===== src/sv/sca_pkg.sv =====
// ----------------------------------------------------------------------------
// sca_pkg
// Shared types, constants and helpers for the segment checker and reply former
// ----------------------------------------------------------------------------
package sca_pkg;

  localparam int unsigned HdrBytes = 6;

  typedef enum logic {
    CMD_SEGMENT = 1'b0,
    CMD_RESEND  = 1'b1
  } cmd_e;

  typedef enum logic [1:0] {
    RT_NONE = 2'd0,
    RT_ACK  = 2'd1,
    RT_SYN  = 2'd2,
    RT_FIN  = 2'd3
  } reply_type_e;

  typedef enum logic [2:0] {
    ST_ACK     = 3'd0,
    ST_FIN     = 3'd1,
    ST_SYN     = 3'd2,
    ST_NO_FLAG = 3'd3,
    ST_SHORT   = 3'd4,
    ST_BAD_SUM = 3'd5
  } status_e;

  localparam logic [1:0] CFG_ACK_MASK = 2'd0;
  localparam logic [1:0] CFG_FIN_MASK = 2'd1;
  localparam logic [1:0] CFG_SYN_MASK = 2'd2;

  typedef struct packed {
    logic [15:0] ack_mask;
    logic [15:0] fin_mask;
    logic [15:0] syn_mask;
  } cfg_t;

  // segment state as it stands after the current byte
  typedef struct packed {
    logic [15:0] count;
    logic [15:0] sum;
    logic [15:0] hdr_seq;
    logic [15:0] hdr_flags;
    logic [15:0] hdr_chk;
  } seg_info_t;

  typedef struct packed {
    logic        kind;
    logic [2:0]  status;
    logic [15:0] seg_seq;
    logic        seq_match;
    logic [15:0] seg_len;
    logic [15:0] rep_seq;
    logic [15:0] rep_flags;
    logic [15:0] rep_chk;
    logic        rep_valid;
  } result_t;

  // 16-bit ones-complement add with end-around carry
  function automatic logic [15:0] oc_add(input logic [15:0] a, input logic [15:0] b);
    logic [16:0] s;
    s = {1'b0, a} + {1'b0, b};
    oc_add = s[15:0] + {15'd0, s[16]};
  endfunction

endpackage


===== src/sv/sca_accum.sv =====
// ----------------------------------------------------------------------------
// sca_accum
// Byte counter, header capture and running ones-complement sum of a segment
// ----------------------------------------------------------------------------
module sca_accum import sca_pkg::*; (
  input  logic      clk_i,
  input  logic      rst_ni,
  input  logic      go_i,
  input  logic [7:0] data_byte_i,
  input  logic      last_i,
  output seg_info_t info_o
);

  logic [15:0] cnt_q, sum_q, hseq_q, hflags_q, hchk_q;
  logic [15:0] hseq_d, hflags_d, hchk_d, cnt_d, sum_w, word;
  logic [7:0]  pend_q, sb;
  logic        odd_q, in_hdr;

  assign in_hdr = cnt_q < 16'(HdrBytes);

  always_comb begin
    hseq_d   = hseq_q;
    hflags_d = hflags_q;
    hchk_d   = hchk_q;
    sb       = data_byte_i;
    if (in_hdr) begin
      case (cnt_q[2:0])
        3'd0: begin
          hseq_d   = {data_byte_i, 8'h00};
          hflags_d = '0;
          hchk_d   = '0;
        end
        3'd1: hseq_d = {hseq_q[15:8], data_byte_i};
        3'd2: hflags_d = {data_byte_i, 8'h00};
        3'd3: hflags_d = {hflags_q[15:8], data_byte_i};
        3'd4: begin
          hchk_d = {data_byte_i, 8'h00};
          sb     = '0;
        end
        3'd5: begin
          hchk_d = {hchk_q[15:8], data_byte_i};
          sb     = '0;
        end
        default: ;
      endcase
    end
    // odd final byte is padded into the high half
    word  = odd_q ? {pend_q, sb} : {sb, 8'h00};
    sum_w = oc_add(sum_q, word);
    cnt_d = (cnt_q == 16'hFFFF) ? cnt_q : cnt_q + 16'd1;
  end

  always_ff @(posedge clk_i or negedge rst_ni) begin
    if (!rst_ni) begin
      cnt_q    <= '0;
      sum_q    <= '0;
      pend_q   <= '0;
      odd_q    <= 1'b0;
      hseq_q   <= '0;
      hflags_q <= '0;
      hchk_q   <= '0;
    end else if (go_i) begin
      hseq_q   <= hseq_d;
      hflags_q <= hflags_d;
      hchk_q   <= hchk_d;
      if (last_i) begin
        cnt_q  <= '0;
        sum_q  <= '0;
        pend_q <= '0;
        odd_q  <= 1'b0;
      end else begin
        cnt_q <= cnt_d;
        if (odd_q) begin
          sum_q  <= sum_w;
          pend_q <= '0;
          odd_q  <= 1'b0;
        end else begin
          pend_q <= sb;
          odd_q  <= 1'b1;
        end
      end
    end
  end

  assign info_o = '{count: cnt_d, sum: sum_w, hdr_seq: hseq_d,
                    hdr_flags: hflags_d, hdr_chk: hchk_d};

endmodule


===== src/sv/sca_verdict.sv =====
// ----------------------------------------------------------------------------
// sca_verdict
// Segment status, expected sequence tracking and reply forming and storage
// ----------------------------------------------------------------------------
module sca_verdict import sca_pkg::*; (
  input  logic        clk_i,
  input  logic        rst_ni,
  input  logic        upd_i,
  input  cmd_e        cmd_i,
  input  reply_type_e reply_type_i,
  input  logic        set_expected_i,
  input  seg_info_t   info_i,
  input  cfg_t        cfg_i,
  output result_t     res_o
);

  logic [15:0] exp_q, exp_eff, rseq, rflags, rchk, adv;
  logic [47:0] stored_q;
  logic        stored_valid_q, accepted, form;
  status_e     status;

  always_comb begin
    if (info_i.count < 16'(HdrBytes)) begin
      status = ST_SHORT;
    end else if (~info_i.sum != info_i.hdr_chk) begin
      status = ST_BAD_SUM;
    end else if ((info_i.hdr_flags & cfg_i.ack_mask) != '0) begin
      status = ST_ACK;
    end else if ((info_i.hdr_flags & cfg_i.fin_mask) != '0) begin
      status = ST_FIN;
    end else if ((info_i.hdr_flags & cfg_i.syn_mask) != '0) begin
      status = ST_SYN;
    end else begin
      status = ST_NO_FLAG;
    end
  end

  assign accepted = (status != ST_SHORT) && (status != ST_BAD_SUM);
  assign form     = accepted && (reply_type_i != RT_NONE);
  assign exp_eff  = (accepted && set_expected_i) ? info_i.hdr_seq : exp_q;
  assign adv      = (info_i.count == 16'(HdrBytes)) ? 16'd1 : info_i.count - 16'(HdrBytes);
  assign rseq     = exp_eff + adv;

  always_comb begin
    case (reply_type_i)
      RT_ACK:  rflags = cfg_i.ack_mask;
      RT_SYN:  rflags = cfg_i.syn_mask;
      default: rflags = cfg_i.fin_mask;
    endcase
  end

  assign rchk = ~oc_add(rseq, rflags);

  always_comb begin
    res_o = '0;
    if (cmd_i == CMD_RESEND) begin
      res_o.kind = 1'b1;
      if (stored_valid_q) begin
        res_o.rep_seq   = stored_q[47:32];
        res_o.rep_flags = stored_q[31:16];
        res_o.rep_chk   = stored_q[15:0];
        res_o.rep_valid = 1'b1;
      end
    end else begin
      res_o.status    = status;
      res_o.seg_seq   = info_i.hdr_seq;
      res_o.seq_match = info_i.hdr_seq == exp_q;
      res_o.seg_len   = info_i.count;
      if (form) begin
        res_o.rep_seq   = rseq;
        res_o.rep_flags = rflags;
        res_o.rep_chk   = rchk;
        res_o.rep_valid = 1'b1;
      end
    end
  end

  always_ff @(posedge clk_i or negedge rst_ni) begin
    if (!rst_ni) begin
      exp_q          <= '0;
      stored_q       <= '0;
      stored_valid_q <= 1'b0;
    end else if (upd_i) begin
      exp_q <= exp_eff;
      if (form) begin
        stored_q       <= {rseq, rflags, rchk};
        stored_valid_q <= 1'b1;
      end
    end
  end

endmodule


===== src/sv/segment_check_and_ack_former.sv =====
// ----------------------------------------------------------------------------
// segment_check_and_ack_former
// Checks a byte-serial segment and forms, stores and resends a 6-byte reply
// ----------------------------------------------------------------------------
// Takes one segment byte or resend command per cycle while the input side
// is not stalled. Each accepted transaction is held in an input register,
// then a single pass of logic updates the segment state and fills the
// result register, so a result passes the input register and then the
// result register. The input side stalls only while a result is waiting
// to be taken and the next transaction would produce another one. A result
// is produced on the last byte of a segment and on every resend; other bytes give none.
// Configuration writes must be made only while idle; the block does not check.
module segment_check_and_ack_former import sca_pkg::*; (
  input  logic        clk_i,
  input  logic        rst_ni,
  input  logic        in_valid_i,
  output logic        in_stall_o,
  input  logic        cmd_i,
  input  logic [7:0]  data_byte_i,
  input  logic        last_i,
  input  logic [1:0]  reply_type_i,
  input  logic        set_expected_i,
  output logic        out_valid_o,
  input  logic        out_stall_i,
  output logic        kind_o,
  output logic [2:0]  status_o,
  output logic [15:0] segment_sequence_o,
  output logic        sequence_matches_o,
  output logic [15:0] segment_length_o,
  output logic [15:0] reply_sequence_o,
  output logic [15:0] reply_flags_o,
  output logic [15:0] reply_checksum_o,
  output logic        reply_valid_o,
  input  logic        cfg_we_i,
  input  logic [1:0]  cfg_index_i,
  input  logic [15:0] cfg_data_i
);

  cfg_t        cfg_q;
  logic        in_valid_q, cmd_q, last_q, set_exp_q;
  logic [7:0]  data_q;
  logic [1:0]  rtype_q;
  logic        out_valid_q, has_result, out_free, go, go_seg;
  seg_info_t   info;
  result_t     res, res_q;

  always_ff @(posedge clk_i or negedge rst_ni) begin
    if (!rst_ni) begin
      cfg_q <= '{ack_mask: 16'd1, fin_mask: 16'd2, syn_mask: 16'd4};
    end else if (cfg_we_i) begin
      case (cfg_index_i)
        CFG_ACK_MASK: cfg_q.ack_mask <= cfg_data_i;
        CFG_FIN_MASK: cfg_q.fin_mask <= cfg_data_i;
        CFG_SYN_MASK: cfg_q.syn_mask <= cfg_data_i;
        default: ;
      endcase
    end
  end

  // input register
  assign has_result = (cmd_q == CMD_RESEND) || last_q;
  assign out_free   = !out_valid_q || !out_stall_i;
  assign go         = in_valid_q && (!has_result || out_free);
  assign go_seg     = go && (cmd_q == CMD_SEGMENT);
  assign in_stall_o = in_valid_q && !go;

  always_ff @(posedge clk_i or negedge rst_ni) begin
    if (!rst_ni) begin
      in_valid_q <= 1'b0;
    end else if (!in_stall_o) begin
      in_valid_q <= in_valid_i;
    end
  end

  always_ff @(posedge clk_i) begin
    if (in_valid_i && !in_stall_o) begin
      cmd_q     <= cmd_i;
      data_q    <= data_byte_i;
      last_q    <= last_i;
      rtype_q   <= reply_type_i;
      set_exp_q <= set_expected_i;
    end
  end

  sca_accum u_accum (
    .clk_i       (clk_i),
    .rst_ni      (rst_ni),
    .go_i        (go_seg),
    .data_byte_i (data_q),
    .last_i      (last_q),
    .info_o      (info)
  );

  sca_verdict u_verdict (
    .clk_i          (clk_i),
    .rst_ni         (rst_ni),
    .upd_i          (go_seg && last_q),
    .cmd_i          (cmd_e'(cmd_q)),
    .reply_type_i   (reply_type_e'(rtype_q)),
    .set_expected_i (set_exp_q),
    .info_i         (info),
    .cfg_i          (cfg_q),
    .res_o          (res)
  );

  // result register
  always_ff @(posedge clk_i or negedge rst_ni) begin
    if (!rst_ni) begin
      out_valid_q <= 1'b0;
    end else if (go && has_result) begin
      out_valid_q <= 1'b1;
    end else if (!out_stall_i) begin
      out_valid_q <= 1'b0;
    end
  end

  always_ff @(posedge clk_i) begin
    if (go && has_result) begin
      res_q <= res;
    end
  end

  assign out_valid_o        = out_valid_q;
  assign kind_o             = res_q.kind;
  assign status_o           = res_q.status;
  assign segment_sequence_o = res_q.seg_seq;
  assign sequence_matches_o = res_q.seq_match;
  assign segment_length_o   = res_q.seg_len;
  assign reply_sequence_o   = res_q.rep_seq;
  assign reply_flags_o      = res_q.rep_flags;
  assign reply_checksum_o   = res_q.rep_chk;
  assign reply_valid_o      = res_q.rep_valid;

endmodule


===== config.mk =====
export PLATFORM = sky130hd
export DESIGN_NAME = segment_check_and_ack_former
export DESIGN_NICKNAME = d
export VERILOG_FILES = /design/src/sv/sca_pkg.sv /design/src/sv/sca_accum.sv /design/src/sv/sca_verdict.sv /design/src/sv/segment_check_and_ack_former.sv
export SDC_FILE = /design/constraint.sdc
export NUM_CORES = 1
export LEC_CHECK = 0
export ABC_AREA = 1
export BUFFER_PORTS_ARGS = -buffer_cell sky130_fd_sc_hd__buf_2
export CORE_UTILIZATION = 62
export DETAILED_ROUTE_END_ITERATION = 8
export HOLD_SLACK_MARGIN = 0.05
export PLACE_DENSITY = 0.81
export SLEW_MARGIN = 20
export SYNTH_ARGS = -nofsm -noshare
export SYNTH_HDL_FRONTEND = slang
export SYNTH_HIERARCHICAL = 1
export SYNTH_SLANG_ARGS = --single-unit

===== constraint.sdc =====
create_clock -name clk_i -period 12.5 [get_ports clk_i]
set_input_delay 2.5 -clock clk_i [delete_from_list [all_inputs] [get_ports clk_i]]
set_output_delay 2.5 -clock clk_i [all_outputs]
set_load 0.05 [all_outputs]

==> results.cfg <==
[outcome]
outcome = finished clean

[timing]
period_needed_ns = 10.19
setup_violations = 0
whs_ns = 0.475
relSlewSlack_pct = 37.8
tns_ns = 0
fin_skew_ns = 0.0164
setup_ws_ns = 2.31
period_share_pct = 81.5
grt_setup_unrepaired = no
fmax_ghz = 0.0982
hold_viol = 0
drv_slew = 0
worst_slew_pin_slew_ns = 0.930

[layout]
antenna_cells = 0
final_common_cell = nand2_1
drive_above_1_share_pct = 11.5
area_growth_pct = 10.6
fin_nets = 2585
final_cell_mix = nand2_1, inv_1, dfrtp_1, o21ai_0, nor2_1

[critical_path]
crit_fanout = 31
cp-start-kind = flop
endpoint_kind = flop
cpPeakStageDelay_ns = 0.50
arrival_ns = 10.47
critPathSlowestCell = nand3_2
path_class = flop to flop
required_ns = 12.78
cpMostUsedCell = nand2_1

[route]
drt_iter0_markers = 1723
drtAntennaViolNets = 0
drc = 0
avgViaCountPerCell = 5.66
post_drt_wl_per_cell_um = 16.8
wirelength_mm = 48.7
vias = 16400
first_pass_iters = 6

[clock_network]
htreeDepth = 2
cts-root-buf = clkbuf_16
cts_buffers = 34
clock-sinks = 303
cts_tree = done
ctsHoldBuffers = 0
cts_resized = 0
clk_pin_slew_ns = 0.06
postCtsSetupBuffers = 0
clk_latency_ns = 0.53
clock_path_buffers = 3

[global_route]
grt_max_degree = 90
grt_pass1_vias = 15300
grt-ovfl-total = 0
grt_pass1_wl_mm = 78.7
grt_antenna_before_repair = 0
grt_use_total_pct = 32.8

[pwr]
total_power_mw = 5.13
powerDensity_nw_per_um2 = 255
leakage_nw = 10.1
p_comb_share_pct = 56.7
sw_frac_of_total_pct = 49.2
p_int_mw = 2.60
p_seq_share_pct = 24.4
p_sw_mw = 2.52
clkPwrFrac_pct = 18.9
vdd_drop_max_uv = 195

[synth]
synth_edf_count = 99
synth_top_family_by_area = simple AND/OR/NAND/NOR gates
yosysWarnings = 6
syn_inst = 2381
synth_compound_area_share_pct = 12.6
syn_nets = 2480
synth.avg_cell_area_um2 = 7.62
async_flop_share_pct = 67.3
seq_area_frac_synth_pct = 44.5
synthAdderAreaFrac_pct = 4.47
yosysUniqueCellTypes = 57
synth_xor_area_share_pct = 2.60
yosys-mux-area-fraction_pct = 0
ys.flop_type = dfrtp_1
synth_seq_cells = 303
synthSimpleGateAreaFrac_pct = 26.9
syn_area_um2 = 18200

[floorplan]
ios = 124
rows = 62
die-area_um2 = 30000
dieWidth_um = 173
core-area_um2 = 28800
start_util_pct = 63.1
die_h_um = 173

[hold_path]
hold_class = flop to flop

[job]
drv_cap = 0

[placement]
portBuffers = 123
dpl_worst_slack_ns = 2.48
gp_congestion = 0.965
place_hpwl_mm = 36.3
[flip-flops by register name, indices dropped and copies added, names as in the netlist, 2 cells and up]
| name | count |
|---|---|
| reply_flags_o | 16 |
| u_accum/hflags_q | 16 |
| segment_length_o | 16 |
| status_o | 3 |
| segment_sequence_o | 16 |
| u_accum/pend_q | 8 |
| u_accum/hseq_q | 16 |
| data_q | 8 |
| cfg_q | 48 |
| rtype_q | 2 |
| u_accum/cnt_q | 16 |
| u_verdict/exp_q | 16 |
| u_accum/hchk_q | 16 |
| reply_checksum_o | 16 |
| u_accum/sum_q | 16 |
| u_verdict/stored_q | 48 |
| reply_sequence_o | 16 |
[cells by family after synthesis]
family	Yosys count
adder cells (fa/ha/maj)	63
AO/OA/AOI/OAI	397
XOR/XNOR	50
buffers and inverters	408
AND/OR/NAND/NOR	1160
flip-flops	303
[power by group through the flow]
| stage | Sequential [mW] | Clock (mW) | Combinational [mW] |
|---|---|---|---|
| after floorplan | 1.33 | 0 | 2.09 |
| after CTS | 1.25 | 0.981 | 2.86 |
| after global placement | 1.26 | 0 | 2.80 |
| after global routing | 1.26 | 1.02 | 3.22 |
| after detailed placement | 1.27 | 0 | 2.84 |
| final | 1.25 | 0.968 | 2.90 |
[final cells by class]
cell class                      instances  area, µm²
Clock inverter                         14        123
Tap cell                              384        480
Fill cell                            2387       8690
Sequential cell                       303       8080
Inverter                              346       1300
Timing Repair Buffer                  131        684
Clock buffer                           48        953
Multi-Input combinational cell       1670       8460
[cell usage after synthesis (10+ instances only)]
cell type    n  area share, %
buf_2       17           0.47
clkbuf_1    26           0.54
dfrtp_1    201             28
edfxtp_1    99             16
ha_1        60            4.1
nand4_1     24           0.83
o21ai_0    174            4.8
nor2_1     160            3.3
o21ai_2     21            1.0
nand3_1    100            2.8
o31ai_1     10           0.41
o21ai_1     68            1.9
nor2_2      15           0.52
a21oi_1     51            1.4
nand2_1    788             16
o22ai_1     31            1.1
nand2_2     22           0.76
inv_1      334            6.9
xor2_1      38            1.8
[worst max-delay path, delay by kind of cell, from the launching register on]
family	cells	cell delay, ns
adder cells (fa/ha/maj)	8	2.18
flip-flops	1	0.40
buffers and inverters	6	0.46
XOR/XNOR	1	0.22
AO/OA/AOI/OAI	9	1.13
AND/OR/NAND/NOR	42	5.51
[final timing paths]
kind / start / end / slack (ns) / cells past startpoint
min in group asynchronous: rst_ni / u_accum/cnt_q[11]$_DFFE_PN0P_ / 2.01 / 1
min: u_verdict/stored_q[46]$_DFFE_PN0P_ / u_verdict/stored_q[46]$_DFFE_PN0P_ / 0.47 / 2
max: u_accum/cnt_q[12]$_DFFE_PN0P_ / reply_checksum_o[12]$_DFFE_PP_ / 2.31 / 66
max in group asynchronous: rst_ni / cfg_q[11]$_DFFE_PN0P_ / 8.33 / 3
min reg2reg: u_verdict/stored_q[46]$_DFFE_PN0P_ / u_verdict/stored_q[46]$_DFFE_PN0P_ / 0.47 / 2
max reg2reg: u_accum/cnt_q[12]$_DFFE_PN0P_ / reply_checksum_o[12]$_DFFE_PP_ / 2.31 / 66
[per-stage QoR]
step,instances,instance area [µm²],utilization (%)
detailed placement,2834,19000,66.1
floorplan,2381,18200,-
global route,2896,20100,69.8
global placement,2834,19000,66.1
finish,2896,20100,69.8
CTS,2896,20100,69.8
[per-layer routing]
metal / share of wire (%) / global-route usage, %
met4: 3.7 / 12.2
met1: 43 / 45.1
met2: 46 / 53.2
met3: 7.4 / 4.55
met5: 0 / 0
(Power assumes the default switching activity.)
